[src/rtl/csoc_pkg.sv]
// ----------------------------------------------------------------------------
// csoc_pkg
// Shared field widths and the per-transaction tag for the current-sense
// offset calibration and averaging pipeline.
// ----------------------------------------------------------------------------
package csoc_pkg;

    localparam int SAMPLE_W    = 12;
    localparam int SCALE_W     = 32;
    localparam int RESULT_W    = 32;
    localparam int FRAC_W      = 16;
    localparam int DIV_CHUNK_W = 16;

    // Control flags that travel with one transaction down the pipeline.
    typedef struct packed {
        logic active;
        logic calibrated;
        logic avg_done;
        logic inst_neg;
        logic avg_neg;
    } csoc_tag_t;

endpackage

[src/rtl/csoc_front.sv]
// ----------------------------------------------------------------------------
// csoc_front
// Calibration and block accumulation state. Updates once per accepted
// transaction and registers the offset-corrected difference and block sum.
// ----------------------------------------------------------------------------
module csoc_front #(
    parameter int ADC_BITS    = 12,
    parameter int CAL_SAMPLES = 101,
    parameter int AVG_SAMPLES = 101,
    localparam int AVG_CNT_W  = $clog2(AVG_SAMPLES + 1),
    localparam int AVG_SUM_W  = ADC_BITS + AVG_CNT_W + 1
) (
    input  logic                                clk,
    input  logic                                rst_n,
    input  logic                                accept,
    input  logic [csoc_pkg::SAMPLE_W-1:0]       sample,
    output csoc_pkg::csoc_tag_t                 tag,
    output logic signed [ADC_BITS:0]            diff,
    output logic signed [AVG_SUM_W-1:0]         block_sum
);

    localparam int CAL_CNT_W = $clog2(CAL_SAMPLES + 1);
    localparam int CAL_SUM_W = ADC_BITS + CAL_CNT_W;
    localparam int ZO_K      = CAL_SUM_W + CAL_CNT_W;
    localparam int ZO_MW     = CAL_SUM_W + 2;
    localparam int ZO_PW     = CAL_SUM_W + ZO_MW;
    localparam longint ZO_MAGIC = ((longint'(1) << ZO_K) + CAL_SAMPLES - 1) / CAL_SAMPLES;

    logic [CAL_CNT_W-1:0]         cal_count_reg, cal_count_next;
    logic [CAL_SUM_W-1:0]         cal_sum_reg, cal_sum_next;
    logic [ADC_BITS-1:0]          zero_offset_reg, zero_offset_next;
    logic                         is_cal_reg, is_cal_next;
    logic [AVG_CNT_W-1:0]         avg_count_reg, avg_count_next;
    logic signed [AVG_SUM_W-1:0]  avg_sum_reg, avg_sum_next;

    csoc_pkg::csoc_tag_t          tag_reg, tag_next;
    logic signed [ADC_BITS:0]     diff_reg;
    logic signed [AVG_SUM_W-1:0]  block_sum_reg;

    logic [ADC_BITS-1:0]          s;
    logic [CAL_CNT_W-1:0]         cal_count_inc;
    logic [CAL_SUM_W-1:0]         cal_sum_inc;
    logic [ZO_PW-1:0]             zo_prod;
    logic signed [ADC_BITS:0]     d;
    logic signed [AVG_SUM_W-1:0]  acc;
    logic [AVG_CNT_W-1:0]         avg_count_inc;
    logic                         cal_done;
    logic                         blk_done;

    assign s             = ADC_BITS'(sample);
    assign cal_count_inc = cal_count_reg + CAL_CNT_W'(1);
    assign cal_sum_inc   = cal_sum_reg + CAL_SUM_W'(s);
    // The mean of the calibration samples uses a reciprocal multiply that is
    // exact over the whole range of the sum.
    assign zo_prod       = ZO_PW'(cal_sum_inc) * ZO_PW'(ZO_MAGIC);
    assign cal_done      = !is_cal_reg && (s != '0)
                           && (cal_count_inc >= CAL_CNT_W'(CAL_SAMPLES));
    assign d             = $signed({1'b0, s}) - $signed({1'b0, zero_offset_reg});
    assign acc           = avg_sum_reg + AVG_SUM_W'(d);
    assign avg_count_inc = avg_count_reg + AVG_CNT_W'(1);
    assign blk_done      = avg_count_inc >= AVG_CNT_W'(AVG_SAMPLES);

    always_comb
    begin
        cal_count_next   = cal_count_reg;
        cal_sum_next     = cal_sum_reg;
        zero_offset_next = zero_offset_reg;
        is_cal_next      = is_cal_reg;
        avg_count_next   = avg_count_reg;
        avg_sum_next     = avg_sum_reg;
        if (!is_cal_reg)
        begin
            // Zero samples are skipped while the offset is being measured.
            if (s != '0)
            begin
                cal_count_next = cal_count_inc;
                cal_sum_next   = cal_sum_inc;
                if (cal_done)
                begin
                    zero_offset_next = zo_prod[ZO_K +: ADC_BITS];
                    is_cal_next      = 1'b1;
                end
            end
        end
        else if (blk_done)
        begin
            avg_count_next = '0;
            avg_sum_next   = '0;
        end
        else
        begin
            avg_count_next = avg_count_inc;
            avg_sum_next   = acc;
        end
    end

    always_comb
    begin
        tag_next.active     = is_cal_reg;
        tag_next.calibrated = is_cal_reg || cal_done;
        tag_next.avg_done   = is_cal_reg && blk_done;
        tag_next.inst_neg   = d[ADC_BITS];
        tag_next.avg_neg    = acc[AVG_SUM_W-1];
    end

    always_ff @(posedge clk or negedge rst_n)
    begin
        if (!rst_n)
        begin
            cal_count_reg   <= '0;
            cal_sum_reg     <= '0;
            zero_offset_reg <= '0;
            is_cal_reg      <= 1'b0;
            avg_count_reg   <= '0;
            avg_sum_reg     <= '0;
        end
        else if (accept)
        begin
            cal_count_reg   <= cal_count_next;
            cal_sum_reg     <= cal_sum_next;
            zero_offset_reg <= zero_offset_next;
            is_cal_reg      <= is_cal_next;
            avg_count_reg   <= avg_count_next;
            avg_sum_reg     <= avg_sum_next;
        end
    end

    always_ff @(posedge clk)
    begin
        if (accept)
        begin
            tag_reg       <= tag_next;
            diff_reg      <= d;
            block_sum_reg <= acc;
        end
    end

    assign tag       = tag_reg;
    assign diff      = diff_reg;
    assign block_sum = block_sum_reg;

`ifndef NO_ASSERTIONS
    a_cal_sticky: assert property (@(posedge clk) disable iff (!rst_n)
        is_cal_reg |=> is_cal_reg)
        else $error("calibration flag dropped after it was set");
`endif

endmodule

[src/rtl/csoc_mult.sv]
// ----------------------------------------------------------------------------
// csoc_mult
// Scaling stage: takes magnitudes of the difference and of the block sum
// and multiplies both by the Q16.16 scale, dropping the fraction bits.
// ----------------------------------------------------------------------------
module csoc_mult #(
    parameter int ADC_BITS    = 12,
    parameter int AVG_SAMPLES = 101,
    localparam int AVG_CNT_W  = $clog2(AVG_SAMPLES + 1),
    localparam int AVG_SUM_W  = ADC_BITS + AVG_CNT_W + 1,
    localparam int MAG_W      = AVG_SUM_W - 1,
    localparam int INST_W     = ADC_BITS + csoc_pkg::SCALE_W - csoc_pkg::FRAC_W,
    localparam int Y_W        = MAG_W + csoc_pkg::SCALE_W - csoc_pkg::FRAC_W
) (
    input  logic                              clk,
    input  logic                              load,
    input  csoc_pkg::csoc_tag_t               tag_in,
    input  logic signed [ADC_BITS:0]          diff,
    input  logic signed [AVG_SUM_W-1:0]       block_sum,
    input  logic [csoc_pkg::SCALE_W-1:0]      scale,
    output csoc_pkg::csoc_tag_t               tag,
    output logic [INST_W-1:0]                 inst_mag,
    output logic [Y_W-1:0]                    avg_y
);

    localparam int IP_W = ADC_BITS + csoc_pkg::SCALE_W;
    localparam int AP_W = MAG_W + csoc_pkg::SCALE_W;

    csoc_pkg::csoc_tag_t          tag_reg;
    logic [INST_W-1:0]            inst_mag_reg;
    logic [Y_W-1:0]               avg_y_reg;

    logic signed [ADC_BITS:0]     diff_abs;
    logic signed [AVG_SUM_W-1:0]  sum_abs;
    logic [ADC_BITS-1:0]          d_mag;
    logic [MAG_W-1:0]             s_mag;
    logic [IP_W-1:0]              inst_prod;
    logic [AP_W-1:0]              avg_prod;

    always_comb
    begin
        diff_abs = diff[ADC_BITS] ? -diff : diff;
        sum_abs  = block_sum[AVG_SUM_W-1] ? -block_sum : block_sum;
        // A step that reports no value carries a zero magnitude, which the
        // output stage turns into zero whatever the sign.
        d_mag    = tag_in.active ? diff_abs[ADC_BITS-1:0] : '0;
        s_mag    = tag_in.avg_done ? sum_abs[MAG_W-1:0] : '0;
    end

    assign inst_prod = IP_W'(d_mag) * IP_W'(scale);
    assign avg_prod  = AP_W'(s_mag) * AP_W'(scale);

    always_ff @(posedge clk)
    begin
        if (load)
        begin
            tag_reg      <= tag_in;
            inst_mag_reg <= inst_prod[csoc_pkg::FRAC_W +: INST_W];
            avg_y_reg    <= avg_prod[csoc_pkg::FRAC_W +: Y_W];
        end
    end

    assign tag      = tag_reg;
    assign inst_mag = inst_mag_reg;
    assign avg_y    = avg_y_reg;

endmodule

[src/rtl/csoc_div_step.sv]
// ----------------------------------------------------------------------------
// csoc_div_step
// One stage of the pipelined division by AVG_SAMPLES: divides the running
// remainder joined with the next chunk of the dividend by a reciprocal
// multiply and appends the partial quotient.
// ----------------------------------------------------------------------------
module csoc_div_step #(
    parameter int AVG_SAMPLES = 101,
    parameter int INST_W      = 28,
    parameter int YP_W        = 48,
    parameter int STEP        = 0,
    localparam int REM_W      = $clog2(AVG_SAMPLES + 1)
) (
    input  logic                  clk,
    input  logic                  load,
    input  csoc_pkg::csoc_tag_t   tag_in,
    input  logic [INST_W-1:0]     inst_in,
    input  logic [YP_W-1:0]       y_in,
    input  logic [REM_W-1:0]      rem_in,
    input  logic [YP_W-1:0]       quo_in,
    output csoc_pkg::csoc_tag_t   tag,
    output logic [INST_W-1:0]     inst,
    output logic [YP_W-1:0]       y,
    output logic [REM_W-1:0]      rem,
    output logic [YP_W-1:0]       quo
);

    localparam int C     = csoc_pkg::DIV_CHUNK_W;
    localparam int V_W   = REM_W + C;
    localparam int K     = V_W + REM_W;
    localparam int M_W   = V_W + 2;
    localparam int P_W   = V_W + M_W;
    localparam int MSB   = YP_W - 1 - STEP * C;
    localparam longint MAGIC = ((longint'(1) << K) + AVG_SAMPLES - 1) / AVG_SAMPLES;

    csoc_pkg::csoc_tag_t  tag_reg;
    logic [INST_W-1:0]    inst_reg;
    logic [YP_W-1:0]      y_reg;
    logic [REM_W-1:0]     rem_reg;
    logic [YP_W-1:0]      quo_reg;

    logic [V_W-1:0]       v;
    logic [P_W-1:0]       prod;
    logic [C-1:0]         qd;
    logic [V_W-1:0]       r;

    // The remainder is below AVG_SAMPLES, so the partial quotient fits a chunk.
    assign v    = {rem_in, y_in[MSB -: C]};
    assign prod = P_W'(v) * P_W'(MAGIC);
    assign qd   = prod[K +: C];
    assign r    = v - V_W'(qd) * V_W'(AVG_SAMPLES);

    always_ff @(posedge clk)
    begin
        if (load)
        begin
            tag_reg  <= tag_in;
            inst_reg <= inst_in;
            y_reg    <= y_in;
            rem_reg  <= r[REM_W-1:0];
            quo_reg  <= (quo_in << C) | YP_W'(qd);
        end
    end

    assign tag  = tag_reg;
    assign inst = inst_reg;
    assign y    = y_reg;
    assign rem  = rem_reg;
    assign quo  = quo_reg;

endmodule

[src/rtl/current_sense_offset_cal_average.sv]
// ----------------------------------------------------------------------------
// current_sense_offset_cal_average
// Takes one current-sense ADC sample per transaction and returns one result
// per transaction. After reset the block measures its zero offset: zero
// samples are skipped and the mean of the first CAL_SAMPLES nonzero samples
// becomes the offset; until then instant_current and average_valid are 0.
// Afterwards each result carries the negated current of its sample in
// microamps (current_scale is microamps per count, unsigned Q16.16) and,
// every AVG_SAMPLES samples, the negated block mean with average_valid set.
// Values truncate toward zero and saturate to 32-bit signed. A sample can
// be taken every cycle unless sample_stall is high; it passes the front and
// scaling stages, the division of the scaled block sum by AVG_SAMPLES in
// 16-bit chunks and the output register. The pipeline keeps accepting
// samples while a result waits, until every stage holds one. The user must
// write current_scale only while the block is idle, which it does not enforce.
// ----------------------------------------------------------------------------
module current_sense_offset_cal_average #(
    parameter int ADC_BITS    = 12,
    parameter int CAL_SAMPLES = 101,
    parameter int AVG_SAMPLES = 101
) (
    input  logic                                   clk,
    input  logic                                   rst_n,
    input  logic                                   cfg_we,
    input  logic [csoc_pkg::SCALE_W-1:0]           cfg_wdata,
    input  logic                                   sample_valid,
    output logic                                   sample_stall,
    input  logic [csoc_pkg::SAMPLE_W-1:0]          sample,
    output logic                                   result_valid,
    input  logic                                   result_stall,
    output logic signed [csoc_pkg::RESULT_W-1:0]   instant_current,
    output logic signed [csoc_pkg::RESULT_W-1:0]   average_current,
    output logic                                   average_valid,
    output logic                                   calibrated
);

    localparam int AVG_CNT_W = $clog2(AVG_SAMPLES + 1);
    localparam int AVG_SUM_W = ADC_BITS + AVG_CNT_W + 1;
    localparam int MAG_W     = AVG_SUM_W - 1;
    localparam int INST_W    = ADC_BITS + csoc_pkg::SCALE_W - csoc_pkg::FRAC_W;
    localparam int Y_W       = MAG_W + csoc_pkg::SCALE_W - csoc_pkg::FRAC_W;
    localparam int NCH       = (Y_W + csoc_pkg::DIV_CHUNK_W - 1) / csoc_pkg::DIV_CHUNK_W;
    localparam int YP_W      = NCH * csoc_pkg::DIV_CHUNK_W;
    localparam int NSTG      = NCH + 3;

    function automatic logic [csoc_pkg::RESULT_W-1:0] neg_sat(
        input logic        neg,
        input logic [63:0] mag
    );
        logic [csoc_pkg::RESULT_W-1:0] res;
        if (neg)
            res = (mag > 64'h7FFF_FFFF) ? 32'h7FFF_FFFF : mag[31:0];
        else
            res = (mag >= 64'h8000_0000) ? 32'h8000_0000 : (~mag[31:0] + 32'd1);
        return res;
    endfunction

    logic [csoc_pkg::SCALE_W-1:0]   current_scale_reg;

    logic [NSTG-1:0]                valid_reg, valid_next;
    logic [NSTG:0]                  ready;
    logic [NSTG-1:0]                vin;
    logic [NSTG-1:0]                load;

    csoc_pkg::csoc_tag_t            front_tag;
    logic signed [ADC_BITS:0]       front_diff;
    logic signed [AVG_SUM_W-1:0]    front_sum;
    logic [Y_W-1:0]                 avg_y;

    csoc_pkg::csoc_tag_t            tag_d  [0:NCH];
    logic [INST_W-1:0]              inst_d [0:NCH];
    logic [YP_W-1:0]                y_d    [0:NCH];
    logic [AVG_CNT_W-1:0]           rem_d  [0:NCH];
    logic [YP_W-1:0]                quo_d  [0:NCH];

    logic [csoc_pkg::RESULT_W-1:0]  instant_current_reg;
    logic [csoc_pkg::RESULT_W-1:0]  average_current_reg;
    logic                           average_valid_reg;
    logic                           calibrated_reg;

    always_ff @(posedge clk or negedge rst_n)
    begin
        if (!rst_n)
            current_scale_reg <= '0;
        else if (cfg_we)
            current_scale_reg <= cfg_wdata;
    end

    // A stage takes new data when it is empty or its successor moves on.
    always_comb
    begin
        ready[NSTG] = !result_stall;
        for (int i = NSTG - 1; i >= 0; i--)
            ready[i] = !valid_reg[i] || ready[i+1];
    end

    assign vin        = {valid_reg[NSTG-2:0], sample_valid};
    assign load       = ready[NSTG-1:0] & vin;
    assign valid_next = load | (~ready[NSTG-1:0] & valid_reg);

    always_ff @(posedge clk or negedge rst_n)
    begin
        if (!rst_n)
            valid_reg <= '0;
        else
            valid_reg <= valid_next;
    end

    assign sample_stall = !ready[0];
    assign result_valid = valid_reg[NSTG-1];

    csoc_front #(
        .ADC_BITS    (ADC_BITS),
        .CAL_SAMPLES (CAL_SAMPLES),
        .AVG_SAMPLES (AVG_SAMPLES)
    ) u_front (
        .clk       (clk),
        .rst_n     (rst_n),
        .accept    (load[0]),
        .sample    (sample),
        .tag       (front_tag),
        .diff      (front_diff),
        .block_sum (front_sum)
    );

    csoc_mult #(
        .ADC_BITS    (ADC_BITS),
        .AVG_SAMPLES (AVG_SAMPLES)
    ) u_mult (
        .clk       (clk),
        .load      (load[1]),
        .tag_in    (front_tag),
        .diff      (front_diff),
        .block_sum (front_sum),
        .scale     (current_scale_reg),
        .tag       (tag_d[0]),
        .inst_mag  (inst_d[0]),
        .avg_y     (avg_y)
    );

    assign y_d[0]   = YP_W'(avg_y);
    assign rem_d[0] = '0;
    assign quo_d[0] = '0;

    for (genvar j = 0; j < NCH; j++)
    begin : g_div
        csoc_div_step #(
            .AVG_SAMPLES (AVG_SAMPLES),
            .INST_W      (INST_W),
            .YP_W        (YP_W),
            .STEP        (j)
        ) u_div (
            .clk     (clk),
            .load    (load[j+2]),
            .tag_in  (tag_d[j]),
            .inst_in (inst_d[j]),
            .y_in    (y_d[j]),
            .rem_in  (rem_d[j]),
            .quo_in  (quo_d[j]),
            .tag     (tag_d[j+1]),
            .inst    (inst_d[j+1]),
            .y       (y_d[j+1]),
            .rem     (rem_d[j+1]),
            .quo     (quo_d[j+1])
        );
    end

    always_ff @(posedge clk)
    begin
        if (load[NSTG-1])
        begin
            instant_current_reg <= neg_sat(tag_d[NCH].inst_neg, 64'(inst_d[NCH]));
            average_current_reg <= neg_sat(tag_d[NCH].avg_neg, 64'(quo_d[NCH]));
            average_valid_reg   <= tag_d[NCH].avg_done;
            calibrated_reg      <= tag_d[NCH].calibrated;
        end
    end

    assign instant_current = instant_current_reg;
    assign average_current = average_current_reg;
    assign average_valid   = average_valid_reg;
    assign calibrated      = calibrated_reg;

`ifndef NO_ASSERTIONS
    a_stall_full: assert property (@(posedge clk) disable iff (!rst_n)
        sample_stall |-> (&valid_reg))
        else $error("input stalled while a pipeline stage is empty");

    a_avg_needs_cal: assert property (@(posedge clk) disable iff (!rst_n)
        (result_valid && average_valid) |-> calibrated)
        else $error("block average reported before calibration");

    a_avg_zero: assert property (@(posedge clk) disable iff (!rst_n)
        (result_valid && !average_valid) |-> (average_current == '0))
        else $error("average_current nonzero without average_valid");

    a_uncal_quiet: assert property (@(posedge clk) disable iff (!rst_n)
        (result_valid && !calibrated) |-> (instant_current == '0 && !average_valid))
        else $error("current reported while uncalibrated");
`endif

endmodule
[config.mk]
export PLATFORM = sky130hd
export DESIGN_NAME = current_sense_offset_cal_average
export DESIGN_NICKNAME = d
export VERILOG_FILES = /design/src/rtl/csoc_pkg.sv /design/src/rtl/csoc_front.sv /design/src/rtl/csoc_mult.sv /design/src/rtl/csoc_div_step.sv /design/src/rtl/current_sense_offset_cal_average.sv
export SDC_FILE = /design/constraint.sdc
export NUM_CORES = 2
export LEC_CHECK = 0
export BUFFER_PORTS_ARGS = -buffer_cell sky130_fd_sc_hd__buf_2
export CAP_MARGIN = 40
export CORE_MARGIN = 1.5
export CORE_UTILIZATION = 30
export CTS_CLUSTER_SIZE = 25
export DETAILED_ROUTE_END_ITERATION = 8
export GPL_ROUTABILITY_DRIVEN = 1
export GPL_TIMING_DRIVEN = 1
export PLACE_DENSITY = 0.57
export SYNTH_ARGS = -nofsm -noshare
export SYNTH_HDL_FRONTEND = slang
export SYNTH_SLANG_ARGS = --single-unit
[constraint.sdc]
create_clock -name clk -period 8.25 [get_ports clk]
set_input_delay 1.65 -clock clk [delete_from_list [all_inputs] [get_ports clk]]
set_output_delay 1.65 -clock clk [all_outputs]
set_load 0.02 [all_outputs]
==> results.tsv <==
stage	metric	value	unit
timing	slew_headroom	0.375	
floorplan	die_area	0.237	mm²
timing	finalCritPeriodShare	1.08	
placement	io_buffers	116	
finish	drive_above_1_share	0.128	
clock_network	clk_pin_slew	0.08	ns
synthesis	synth_top_cell_area_share	0.353	
setup_path	critical_path_class	in2reg	
placement	dp.final_hpwl	147000	µm
finish	area_growth	15.5	%
outcome	outcome	finished, violations left	
setup_path	worst-path-buf-inv	5	
route	routed_wl	177000	µm
clock_network	clock-sinks	475	
route	drt_iter0_markers	2628	
timing	drv_slew	0	
floorplan	core	0.233	mm²
clock_network	clk_path_buf_depth	3	
setup_path	cpMaxStageDelayCell	fa_1	
finish	multi_input_area	0.0499	mm²
timing	setup_violations	12	
clock_network	clk_latency	0.71	ns
timing	finalHoldViolCount	0	
setup_path	critPathMaxStageDelay	0.55	ns
route	post-route-drc-count	0	
floorplan	die_width	487	µm
global_routing	top_usage_layer	met2	
setup_path	cp_top_family	adder cells	
setup_path	required	8.78	ns
job	drv_cap	0	
global_routing	grtUsageMet2	0.260	
outcome	violations	setup timing	
clock_network	cts_tree	yes	
synthesis	yosys_register_bits	475	
synthesis	yosys_warnings	0	
floorplan	core.rowCount	177	
synthesis	synth_cell_types	72	
finish	fillers	23300	
route	antenna_left	0	
global_routing	grt.met1_usage	0.200	
synthesis	synth_area_leaders	fa_1, ha_1, edfxtp_1	
finish	largest_reg_flops	84	
global_routing	grt_usage	0.152	
synthesis	synth_top_area_cell	fa_1	
timing	fin_skew	0.0729	ns
floorplan	start_util	0.302	
setup_path	cp-end-kind	register	
clock_network	cts_made_buffers	57	
timing	setup_ws	-0.661	ns
synthesis	synth_edf_count	371	
timing	rsz0062_at_grt	true	
floorplan	io_pins	117	
setup_path	path_common_cell	a21oi_2	
synthesis	syn_area	0.0702	mm²
synthesis	async_flop_share	0.219	
timing	worstMarginPinSlew	0.938	ns
clock_network	clockRootBuffer	clkbuf_16	
global_routing	grt_pass1_wl	284000	µm
global_routing	grt_max_degree	97	
setup_path	crit_fanout	3	
finish	nets	9566	
global_routing	grt_pass1_vias	51700	
route	vias_per_cell	4.61	
route	dr.pass1.iters	7	
finish	seqCellArea	0.0137	mm²
route	wl_per_cell	16.9	µm
placement	dp.cells	10300	
setup_path	cp-start-kind	input pin	
floorplan	die_h	487	µm
global_routing	antenna_found_initial	7	
hold_path	min_path_type	reg2reg	
global_routing	gr-total-overflow	0	
synthesis	synth_fp_nets	9138	
timing	fmaxAchievable	0.112	GHz
synthesis	syn_inst	6959	
route	route.vias.total	48300	
finish	fin_cells	10500	
setup_path	cp.arrival	9.44	ns
clock_network	h-tree-depth	2	
placement	gp_congestion	0.875	
timing	finalCriticalPeriod	8.91	ns
synthesis	ys_seq_area_frac	0.196	
synthesis	ys.flop_type	edfxtp_1	
global_routing	met3_usage	0.0211	
synthesis	postSynthAreaPerCell	10.1	µm²
-- final timing paths --
kind | start | cells past startpoint | slack (ns) | endpoint
min | u_mult.avg_y[2]$_DFFE_PP_ | 0 | 0.36 | g_div[0].u_div.y[2]$_DFFE_PP_
min in group asynchronous | rst_n | 1 | 0.91 | u_front.cal_sum_reg[0]$_DFFE_PN0P_
max in group asynchronous | rst_n | 3 | 6.22 | current_scale_reg[8]$_DFFE_PN0P_
max | sample[1] | 38 | -0.66 | u_front.zero_offset_reg[11]$_DFFE_PN0P_
max reg2reg | u_front.cal_sum_reg[0]$_DFFE_PN0P_ | 38 | -0.02 | u_front.zero_offset_reg[11]$_DFFE_PN0P_
min reg2reg | u_mult.avg_y[2]$_DFFE_PP_ | 0 | 0.36 | g_div[0].u_div.y[2]$_DFFE_PP_
-- cells in the mapped netlist (all sizes together), types with 44 or more instances --
| master | instances |
|---|---|
| nand3 | 54 |
| ha | 893 |
| inv | 1703 |
| fa | 1237 |
| and3 | 325 |
| dfrtp | 104 |
| nor3 | 61 |
| nand2 | 831 |
| a21o | 50 |
| xnor2 | 145 |
| edfxtp | 371 |
| a21oi | 128 |
| o21ai | 136 |
| xor2 | 77 |
| nor2 | 180 |
| and2 | 44 |
| clkbuf | 260 |
-- cell type report --
class | count | share of cell area
antenna | 3 | 0.0000926
multi-input combinational | 4513 | 0.616
inverter | 1704 | 0.0790
clock inverter | 41 | 0.00607
timing repair buffer | 636 | 0.0638
clock buffer | 67 | 0.0187
sequential | 475 | 0.170
tap | 3043 | 0.0470
-- kinds of logic after synthesis --
kind of cell,share of synthesized area
xor gates and xnor gates,0.0277
adders and majority gates,0.512
buffers and inverters,0.106
DFF,0.196
and+or+nand+nor,0.110
muxes,0.00619
AOI/OAI and AO/OA,0.0422
-- per-layer routing --
metal  wire length, µm  part of all wire
met1             77700              0.44
met2             86100              0.49
met3              8880             0.050
met4              4590             0.026
met5                27           0.00015
-- cell usage in the layout (no fill, tap or decap), types with 108 or more instances in the layout --
master and n:
fa_1 1228, ha_1 877, nor2_1 174, and3_1 319, o21ai_0 111, nand2_1 826, a21oi_1 108, buf_2 115
inv_1 1684, xnor2_1 136, buf_4 462, edfxtp_1 371
-- what timing repair did --
| action | CTS | global route |
|---|---|---|
| resized for setup | 42 | 114 |
| hold buffers | 0 | 0 |
| setup buffers | 2 | 32 |
| pin swaps | 39 | 119 |
| setup endpoints to repair | 24 | 36 |
| cloned | 0 | 2 |
-- stage by stage --
| step | setup slack (ns) | hold WS [ns] | TNS (ns) | util | instance area (µm²) |
|---|---|---|---|---|---|
| floorplan | -0.835 | 0.400 | -5.01 | - | 70300 |
| global placement | -1.49 | 0.401 | -15.93 | 0.334 | 77600 |
| detailed placement | -1.55 | 0.405 | -17.76 | 0.336 | 78100 |
| finish | -0.661 | 0.365 | -4.80 | 0.348 | 81000 |
| global route | -1.05 | 0.372 | -9.95 | 0.348 | 81000 |
| CTS | -0.674 | 0.360 | -3.91 | 0.345 | 80300 |
Power is left out: the tool's default activity adds up to more than one toggle a clock period on the data nets, which glitch-free logic cannot reach.
